<file path="config.mk">
export PLATFORM = sky130hd
export DESIGN_NAME = rational_tanh_clamped_core
export DESIGN_NICKNAME = d
export VERILOG_FILES = /design/src/rtl/core/rtc_pkg.sv /design/src/rtl/core/rtc_front.sv /design/src/rtl/core/rtc_div_stage.sv /design/src/rtl/core/rtc_out.sv /design/src/rtl/core/rational_tanh_clamped_core.sv
export VERILOG_INCLUDE_DIRS = /design/src /design/src/rtl/core
export SDC_FILE = /design/constraint.sdc
export NUM_CORES = 2
export LEC_CHECK = 0
export ABC_AREA = 1
export BUFFER_PORTS_ARGS = -buffer_cell sky130_fd_sc_hd__buf_2
export CORE_MARGIN = 2
export CORE_UTILIZATION = 30
export DETAILED_ROUTE_END_ITERATION = 10
export GPL_TIMING_DRIVEN = 1
export PLACE_DENSITY = 0.55
export SKIP_CTS_REPAIR_TIMING = 1
export SYNTH_ARGS = -nofsm -noshare
export SYNTH_HDL_FRONTEND = slang
export SYNTH_SLANG_ARGS = --single-unit
</file>
<file path="constraint.sdc">
create_clock -name clk -period 42.8 [get_ports clk]
set_clock_uncertainty 0.05 [all_clocks]
set_input_delay 8.56 -clock clk [delete_from_list [all_inputs] [get_ports clk]]
set_output_delay 8.56 -clock clk [all_outputs]
set_load 0.005 [all_outputs]
</file>
<file path="src/rtl/core/assert_macros.svh">
`ifndef ASSERT_MACROS_SVH
`define ASSERT_MACROS_SVH

// plain concurrent check on the rising edge, off while in reset
`define RTC_ASSERT(lbl, ck, rn, prop, msg) \
    lbl: assert property (@(posedge ck) disable iff (!rn) (prop)) else $error(msg);

// same-cycle implication
`define RTC_ASSERT_IMP(lbl, ck, rn, ante, cons, msg) \
    `RTC_ASSERT(lbl, ck, rn, (ante) |-> (cons), msg)

// next-cycle implication
`define RTC_ASSERT_NXT(lbl, ck, rn, ante, cons, msg) \
    `RTC_ASSERT(lbl, ck, rn, (ante) |=> (cons), msg)

`endif

</file>
<file path="src/rtl/core/rtc_pkg.sv">
package rtc_pkg;

    localparam int IN_W   = 16;
    localparam int OUT_W  = 16;
    localparam int MAG_W  = 16;   // |x| up to 2^15
    localparam int SQ_W   = 31;   // x^2 up to 2^30
    localparam int PROD_W = 46;   // |x|^3 up to 2^45
    localparam int M27_W  = 20;   // 27*|x| below 2^20

    localparam int IN_FRAC_BITS_DEF  = 12;
    localparam int OUT_FRAC_BITS_DEF = 14;

    typedef struct packed {
        logic valid;
        logic neg;
        logic one;    // magnitude result is exactly 1.0
    } ctl_t;

    // denominator 27*2^2F + 9*x^2
    function automatic int e_width(input int f);
        int a;
        a = 2 * f + 5;
        return ((a > 34) ? a : 34) + 1;
    endfunction

    // numerator 27*|x|*2^2F + |x|^3
    function automatic int n_width(input int f);
        int a;
        a = 2 * f + M27_W;
        return ((a > PROD_W) ? a : PROD_W) + 1;
    endfunction

    // compare width for the clamp threshold 5*2^F
    function automatic int cmp_width(input int f);
        int a;
        a = f + 3;
        return (a > MAG_W) ? a : MAG_W;
    endfunction

endpackage

</file>
<file path="src/rtl/core/rtc_front.sv">
module rtc_front #(
    parameter int IN_FRAC_BITS  = rtc_pkg::IN_FRAC_BITS_DEF,
    parameter int OUT_FRAC_BITS = rtc_pkg::OUT_FRAC_BITS_DEF
) (
    input  logic                                          clk,
    input  logic                                          rst_n,
    input  logic                                          en,
    input  logic                                          in_valid,
    input  logic signed [rtc_pkg::IN_W-1:0]               sample_in,
    output rtc_pkg::ctl_t                                 ctl_out,
    output logic [rtc_pkg::e_width(IN_FRAC_BITS)-1:0]     rem_out,
    output logic [rtc_pkg::e_width(IN_FRAC_BITS)-1:0]     div_out,
    output logic [OUT_FRAC_BITS-1:0]                      dq_out
);
    import rtc_pkg::*;

    localparam int E_W = e_width(IN_FRAC_BITS);
    localparam int N_W = n_width(IN_FRAC_BITS);
    localparam int C_W = cmp_width(IN_FRAC_BITS);
    localparam int L_W = IN_FRAC_BITS + OUT_FRAC_BITS;
    localparam logic [C_W-1:0] FIVE    = C_W'(5) << IN_FRAC_BITS;
    localparam logic [E_W-1:0] A_CONST = E_W'(27) << (2 * IN_FRAC_BITS);

    ctl_t c1_reg, c2_reg, c3_reg, c4_reg, c5_reg;
    ctl_t c1_next, c5_next;

    logic [MAG_W-1:0]  raw;
    logic [MAG_W-1:0]  mag1_reg, mag1_next, mag2_reg;
    logic [31:0]       sq_full;
    logic [SQ_W-1:0]   sq2_reg, sq2_next;
    logic [PROD_W-1:0] prod3_reg, prod3_next;
    logic [M27_W-1:0]  m27_3_reg, m27_3_next;
    logic [E_W-1:0]    e3_reg, e3_next, e4_reg, e5_reg;
    logic [N_W-1:0]    n4_reg, n4_next;
    logic [N_W-1:0]    r0;
    logic              ge;
    logic [E_W-1:0]    rem5_reg, rem5_next;
    logic [L_W-1:0]    lo_ext;
    logic [OUT_FRAC_BITS-1:0] dq5_reg, dq5_next;

    // stage 1: magnitude and early clamp
    assign raw = sample_in;
    always_comb
    begin
        mag1_next     = raw[MAG_W-1] ? (MAG_W'(0) - raw) : raw;
        c1_next.valid = in_valid;
        c1_next.neg   = raw[MAG_W-1];
        c1_next.one   = C_W'(mag1_next) > FIVE;
    end

    // stage 2: square
    assign sq_full  = 32'(mag1_reg) * 32'(mag1_reg);
    assign sq2_next = sq_full[SQ_W-1:0];

    // stage 3: cube, 27*|x| and denominator
    always_comb
    begin
        prod3_next = PROD_W'(mag2_reg) * PROD_W'(sq2_reg);
        m27_3_next = M27_W'(mag2_reg) * M27_W'(27);
        e3_next    = A_CONST + (E_W'(sq2_reg) << 3) + E_W'(sq2_reg);
    end

    // stage 4: numerator
    assign n4_next = (N_W'(m27_3_reg) << (2 * IN_FRAC_BITS)) + N_W'(prod3_reg);

    // stage 5: quotient >= 1 test, starting remainder and dividend bits
    always_comb
    begin
        r0            = n4_reg >> IN_FRAC_BITS;
        ge            = r0 >= N_W'(e4_reg);
        rem5_next     = r0[E_W-1:0];
        lo_ext        = {n4_reg[IN_FRAC_BITS-1:0], {OUT_FRAC_BITS{1'b0}}};
        dq5_next      = lo_ext[L_W-1:IN_FRAC_BITS];
        c5_next       = c4_reg;
        c5_next.one   = c4_reg.one | ge;
    end

    always_ff @(posedge clk or negedge rst_n)
    begin
        if (!rst_n)
        begin
            c1_reg <= '0;
            c2_reg <= '0;
            c3_reg <= '0;
            c4_reg <= '0;
            c5_reg <= '0;
        end
        else if (en)
        begin
            c1_reg <= c1_next;
            c2_reg <= c1_reg;
            c3_reg <= c2_reg;
            c4_reg <= c3_reg;
            c5_reg <= c5_next;
        end
    end

    always_ff @(posedge clk)
    begin
        if (en)
        begin
            mag1_reg  <= mag1_next;
            mag2_reg  <= mag1_reg;
            sq2_reg   <= sq2_next;
            prod3_reg <= prod3_next;
            m27_3_reg <= m27_3_next;
            e3_reg    <= e3_next;
            n4_reg    <= n4_next;
            e4_reg    <= e3_reg;
            rem5_reg  <= rem5_next;
            dq5_reg   <= dq5_next;
            e5_reg    <= e4_reg;
        end
    end

    assign ctl_out = c5_reg;
    assign rem_out = rem5_reg;
    assign div_out = e5_reg;
    assign dq_out  = dq5_reg;

endmodule

</file>
<file path="src/rtl/core/rtc_div_stage.sv">
`include "assert_macros.svh"

module rtc_div_stage #(
    parameter int DIV_W = rtc_pkg::e_width(rtc_pkg::IN_FRAC_BITS_DEF),
    parameter int Q_W   = rtc_pkg::OUT_FRAC_BITS_DEF
) (
    input  logic                 clk,
    input  logic                 rst_n,
    input  logic                 en,
    input  rtc_pkg::ctl_t        ctl_in,
    input  logic [DIV_W-1:0]     rem_in,
    input  logic [DIV_W-1:0]     div_in,
    input  logic [Q_W-1:0]       dq_in,
    output rtc_pkg::ctl_t        ctl_out,
    output logic [DIV_W-1:0]     rem_out,
    output logic [DIV_W-1:0]     div_out,
    output logic [Q_W-1:0]       dq_out
);
    import rtc_pkg::*;

    ctl_t             ctl_reg;
    logic [DIV_W:0]   trial;
    logic [DIV_W:0]   diff;
    logic             fits;
    logic [DIV_W-1:0] rem_reg, rem_next, div_reg;
    logic [Q_W-1:0]   dq_reg, dq_next;

    // one restoring step: dividend bits leave at the top, quotient bits enter at the bottom
    always_comb
    begin
        trial    = {rem_in, dq_in[Q_W-1]};
        diff     = trial - {1'b0, div_in};
        fits     = trial >= {1'b0, div_in};
        rem_next = fits ? diff[DIV_W-1:0] : trial[DIV_W-1:0];
        dq_next  = {dq_in[Q_W-2:0], fits};
    end

    always_ff @(posedge clk or negedge rst_n)
    begin
        if (!rst_n)
        begin
            ctl_reg <= '0;
        end
        else if (en)
        begin
            ctl_reg <= ctl_in;
        end
    end

    always_ff @(posedge clk)
    begin
        if (en)
        begin
            rem_reg <= rem_next;
            div_reg <= div_in;
            dq_reg  <= dq_next;
        end
    end

    assign ctl_out = ctl_reg;
    assign rem_out = rem_reg;
    assign div_out = div_reg;
    assign dq_out  = dq_reg;

    // partial remainder stays below the divisor on the live path
    `RTC_ASSERT_IMP(a_rem_below_div, clk, rst_n, ctl_in.valid && !ctl_in.one, rem_in < div_in, "div stage: remainder not below divisor")

endmodule

</file>
<file path="src/rtl/core/rtc_out.sv">
`include "assert_macros.svh"

module rtc_out #(
    parameter int OUT_FRAC_BITS = rtc_pkg::OUT_FRAC_BITS_DEF
) (
    input  logic                             clk,
    input  logic                             rst_n,
    input  rtc_pkg::ctl_t                    ctl_in,
    input  logic [OUT_FRAC_BITS-1:0]         q_in,
    output logic                             en,
    output logic                             out_valid,
    input  logic                             out_ready,
    output logic signed [rtc_pkg::OUT_W-1:0] tanh_out
);
    import rtc_pkg::*;

    localparam int M_W = OUT_FRAC_BITS + 1;

    logic [M_W-1:0]       mag_w;
    logic [M_W+OUT_W-1:0] mag_x;
    logic [OUT_W-1:0]     mag16;
    logic [OUT_W-1:0]     res;
    logic                 take;
    logic                 pipe_v;

    logic             out_v_reg, out_v_next;
    logic             skid_v_reg, skid_v_next;
    logic [OUT_W-1:0] out_data_reg, out_data_next;
    logic [OUT_W-1:0] skid_data_reg, skid_data_next;

    // select 1.0 or quotient, apply sign, keep low 16 bits
    always_comb
    begin
        mag_w = ctl_in.one ? (M_W'(1) << OUT_FRAC_BITS) : {1'b0, q_in};
        mag_x = {{OUT_W{1'b0}}, mag_w};
        mag16 = mag_x[OUT_W-1:0];
        res   = ctl_in.neg ? (OUT_W'(0) - mag16) : mag16;
    end

    // pipeline only moves while the skid slot is free
    assign en     = !skid_v_reg;
    assign take   = !out_v_reg || out_ready;
    assign pipe_v = ctl_in.valid && en;

    always_comb
    begin
        out_v_next     = out_v_reg;
        out_data_next  = out_data_reg;
        skid_v_next    = skid_v_reg;
        skid_data_next = skid_data_reg;
        if (take)
        begin
            if (skid_v_reg)
            begin
                out_v_next    = 1'b1;
                out_data_next = skid_data_reg;
                skid_v_next   = 1'b0;
            end
            else
            begin
                out_v_next    = pipe_v;
                out_data_next = res;
            end
        end
        else if (pipe_v)
        begin
            skid_v_next    = 1'b1;
            skid_data_next = res;
        end
    end

    always_ff @(posedge clk or negedge rst_n)
    begin
        if (!rst_n)
        begin
            out_v_reg  <= 1'b0;
            skid_v_reg <= 1'b0;
        end
        else
        begin
            out_v_reg  <= out_v_next;
            skid_v_reg <= skid_v_next;
        end
    end

    always_ff @(posedge clk)
    begin
        out_data_reg  <= out_data_next;
        skid_data_reg <= skid_data_next;
    end

    assign out_valid = out_v_reg;
    assign tanh_out  = out_data_reg;

    `RTC_ASSERT_IMP(a_skid_behind_out, clk, rst_n, skid_v_reg, out_v_reg, "out: skid holds a request while output is empty")
    `RTC_ASSERT_NXT(a_skid_catches, clk, rst_n, out_v_reg && !out_ready && pipe_v, skid_v_reg, "out: stalled result not caught by skid")

endmodule

</file>
<file path="src/rtl/core/rational_tanh_clamped_core.sv">
// channel | direction | signals                        | handshake
// input   | in        | sample_in (Q4.12 signed)       | in_valid / in_ready
// output  | out       | tanh_out  (Q2.14 signed)       | out_valid / out_ready
//
// one request per cycle while in_ready is high; five front stages,
// one restoring divider stage per quotient bit, one output register
// in_ready is registered; it drops only while both output register and skid slot hold results
// reset clears the valid and control bits only; data registers are left as they are
// a stall freezes the front and divider stages at once and nothing is dropped or repeated
`include "assert_macros.svh"

module rational_tanh_clamped_core #(
    parameter int IN_FRAC_BITS  = rtc_pkg::IN_FRAC_BITS_DEF,
    parameter int OUT_FRAC_BITS = rtc_pkg::OUT_FRAC_BITS_DEF
) (
    input  logic                             clk,
    input  logic                             rst_n,
    input  logic                             in_valid,
    output logic                             in_ready,
    input  logic signed [rtc_pkg::IN_W-1:0]  sample_in,
    output logic                             out_valid,
    input  logic                             out_ready,
    output logic signed [rtc_pkg::OUT_W-1:0] tanh_out
);
    import rtc_pkg::*;

    localparam int E_W = e_width(IN_FRAC_BITS);

    logic en;
    ctl_t ctl_a [0:OUT_FRAC_BITS];
    logic [E_W-1:0] rem_a [0:OUT_FRAC_BITS];
    logic [E_W-1:0] div_a [0:OUT_FRAC_BITS];
    logic [OUT_FRAC_BITS-1:0] dq_a [0:OUT_FRAC_BITS];

    rtc_front #(
        .IN_FRAC_BITS  (IN_FRAC_BITS),
        .OUT_FRAC_BITS (OUT_FRAC_BITS)
    ) u_front (
        .clk       (clk),
        .rst_n     (rst_n),
        .en        (en),
        .in_valid  (in_valid),
        .sample_in (sample_in),
        .ctl_out   (ctl_a[0]),
        .rem_out   (rem_a[0]),
        .div_out   (div_a[0]),
        .dq_out    (dq_a[0])
    );

    for (genvar k = 0; k < OUT_FRAC_BITS; k++)
    begin : g_div
        rtc_div_stage #(
            .DIV_W (E_W),
            .Q_W   (OUT_FRAC_BITS)
        ) u_stage (
            .clk     (clk),
            .rst_n   (rst_n),
            .en      (en),
            .ctl_in  (ctl_a[k]),
            .rem_in  (rem_a[k]),
            .div_in  (div_a[k]),
            .dq_in   (dq_a[k]),
            .ctl_out (ctl_a[k+1]),
            .rem_out (rem_a[k+1]),
            .div_out (div_a[k+1]),
            .dq_out  (dq_a[k+1])
        );
    end

    rtc_out #(
        .OUT_FRAC_BITS (OUT_FRAC_BITS)
    ) u_out (
        .clk       (clk),
        .rst_n     (rst_n),
        .ctl_in    (ctl_a[OUT_FRAC_BITS]),
        .q_in      (dq_a[OUT_FRAC_BITS]),
        .en        (en),
        .out_valid (out_valid),
        .out_ready (out_ready),
        .tanh_out  (tanh_out)
    );

    assign in_ready = en;

    // final remainder is a proper remainder when the quotient is used
    `RTC_ASSERT_IMP(a_final_rem, clk, rst_n, ctl_a[OUT_FRAC_BITS].valid && !ctl_a[OUT_FRAC_BITS].one, rem_a[OUT_FRAC_BITS] < div_a[OUT_FRAC_BITS], "core: final remainder not below divisor")
    // result within -1.0 .. +1.0 whenever 1.0 fits the output field
    `RTC_ASSERT_IMP(a_out_range, clk, rst_n, out_valid && (OUT_FRAC_BITS < 15), (int'(tanh_out) <= (1 << OUT_FRAC_BITS)) && (int'(tanh_out) >= -(1 << OUT_FRAC_BITS)), "core: result outside -1.0 .. +1.0")

endmodule

</file>
==> impl_metrics.json <==
{
  "status": "complete, no violations",
  "fmax_mhz": 90.01,
  "start_util_pct": 30.08,
  "clk_pin_slew_ps": 60,
  "crit_start": "u_out.skid_v_reg",
  "yosysSeqAreaShare_pct": 39.17,
  "rows": 224,
  "insertion_delay_ps": 890,
  "largest_reg_flops": 455,
  "dieArea_sq_mm": 0.3773,
  "critPathKind": "flip-flop to primary output",
  "cp_data_arrival_time_ps": 2500,
  "grt_use_total_pct": 17.46,
  "crit_path_start_kind": "flip-flop",
  "synth_flop_cell": "edfxtp_1",
  "drv_cap": 0,
  "layout-drive-gt1-share_pct": 3.636,
  "drv_slew": 0,
  "yosys.area.top_type": "edfxtp_1",
  "drt_pass1_iterations": 7,
  "async_flop_share_pct": 4.022,
  "dpl.cell_count": 18150,
  "cts_root_buf": "clkbuf_16",
  "synth-seq-cells": 1467,
  "cts_num_sinks": 1467,
  "final_cell_area_sq_mm": 0.1235,
  "die_w_um": 614.2,
  "rsz0062_at_grt": "false",
  "grt_pass1_vias": 87260,
  "fin_util_pct": 33.25,
  "drt_iter0_drc": 5660,
  "netlist_instances": 13290,
  "synthTopCellsByArea": "edfxtp_1 (38%), nand2_1 (14%), fa_1 (11%)",
  "antenna_found_initial": 9,
  "worstMarginPinSlew_ps": 1144,
  "placed_area_sq_mm": 0.1175,
  "reg2reg_from": "u_front.mag2_reg[8]",
  "syn-mean-instance-area_sq_um": 8.408,
  "routedWlPerCell_um": 18.09,
  "path_buf_inv": 2,
  "grt_max_degree": 149,
  "place.gp.congestion": 0.9165,
  "cts_made_buffers": 180,
  "cts_buffer_depth": 4,
  "setup_viol": 0,
  "area_growth_pct": 10.52,
  "cts_tree": "yes",
  "critPathTopFamily": "buffers and inverters",
  "coreArea_sq_mm": 0.3714,
  "path_cells": "inv_8 > buf_2",
  "synth_edf_count": 1408,
  "final_cells": 18480,
  "grt_remaining_overflow": 0,
  "pin_count": 38,
  "final_antenna_net_count": 0,
  "slew_headroom_pct": 23.75,
  "hold_viol": 0,
  "slowest_delay_ps": 730,
  "die_y_um": 614.2,
  "num_vias": 86310,
  "port_buffers": 37,
  "hp-start": "g_div[1].u_stage.dq_out[9]",
  "synth_top_area_share_pct": 37.85,
  "crit_slowest_cell": "dfrtp_4",
  "htreeDepth": 4,
  "worstPathRequired_ps": 34190,
  "dp_hpwl_um": 269500,
  "grt_first_pass_wirelength_um": 513600,
  "end_kind": "primary output",
  "drc": 0,
  "nets": 14830,
  "syn_area_sq_mm": 0.1117,
  "crit_fanout": 104,
  "tns_ps": 0,
  "synth_warnings": 0,
  "hold_class": "flip-flop to flip-flop",
  "vias_per_cell": 4.672,
  "drt_wl_total_um": 334100,
  "min_period_ps": 11110,
  "min_period_over_period_pct": 25.96,
  "synth.distinct_cells": 54
}
final cells by class:
cell class | count | area, sq um
timing repair buffer | 122 | 838.3
tap | 4972 | 6221
inverter | 2200 | 8268
clock inverter | 115 | 1276
sequential | 1467 | 43760
fill | 38940 | 247900
multi-input combinational | 9385 | 58410
antenna | 1 | 2.502
clock buffer | 213 | 4679
cells by family (layout without fill, tap and decap cells):
| logic type | Yosys count | after routing | share of synthesized area (%) |
|---|---|---|---|
| XOR/XNOR | 385 | 385 | 3.019 |
| buffers and inverters | 2442 | 2650 | 8.567 |
| adder cells (fa/ha/maj) | 1449 | 1449 | 20.17 |
| flip-flops | 1467 | 1467 | 39.17 |
| AND/OR/NAND/NOR | 6166 | 6166 | 22.49 |
| AO/OA/AOI/OAI | 1374 | 1374 | 6.566 |
| other | 2 | 11 | 0.006723 |
| multiplexers | 1 | 1 | 0.01008 |
metrics by stage:
stage	hold slack, ps	setup WS [ps]
floorplan	350.3	16470
global placement	350.2	32420
detailed placement	354.5	32550
CTS	325.0	31560
global route	330.6	31490
finish	329.2	31690
final timing paths:
check                           slack [ps]                           to  cells past startpoint
worst max-delay path                 31690                     in_ready                      2
worst min-delay path                   330  g_div[2].u_stage.dq_out[10]                      0
worst max register to register       35900        u_front.prod3_reg[17]                     20
worst min register to register         330  g_div[2].u_stage.dq_out[10]                      0
max in group asynchronous            33980            u_front.c1_reg[0]                      2
min in group asynchronous             7460              u_out.out_valid                      1
placed cells by master, fill, tap and decap left out, drive strengths merged, types with 93 or more instances in the layout:
cell type  count
o21ai        474
buf          122
edfxtp      1408
nand3        530
inv         2217
nand3b       145
fa           586
nor2        1002
ha           863
a21oi        719
clkbuf       213
nor3          93
xor2         299
nand2       4232
cells in the mapped netlist, types with 3 or more instances:
cell type,instances
buf_4,3
buf_1,4
nand4_1,88
inv_1,2183
edfxtp_1,1408
buf_2,45
nand3_1,529
nor2_4,4
o21bai_1,46
nand3b_1,132
a21o_1,61
clkbuf_1,147
nand3b_2,11
a21boi_0,8
fa_1,586
nand2_1,4200
a31oi_1,12
dfrtp_1,59
and2_1,15
or2_2,4
o21ai_0,458
o211ai_1,19
nor2_1,980
ha_1,863
buf_8,3
nand2_2,30
o21a_1,26
inv_2,16
a21oi_1,718
buf_6,40
nor4_1,52
o21ai_1,15
nor2_2,18
xor2_1,299
xnor2_1,86
nor3_1,93
metal layers:
layer  GRT usage (%)  routed length [um]  share of wire, %
met1           19.66              130800                39
met3           1.792               11550               3.5
met2           32.64              173200                52
met5               0                   0                 0
met4           8.469               18660               5.6
Power is left out: the tool's default activity adds up to more than one toggle a clock period on the data nets, which glitch-free logic cannot reach.
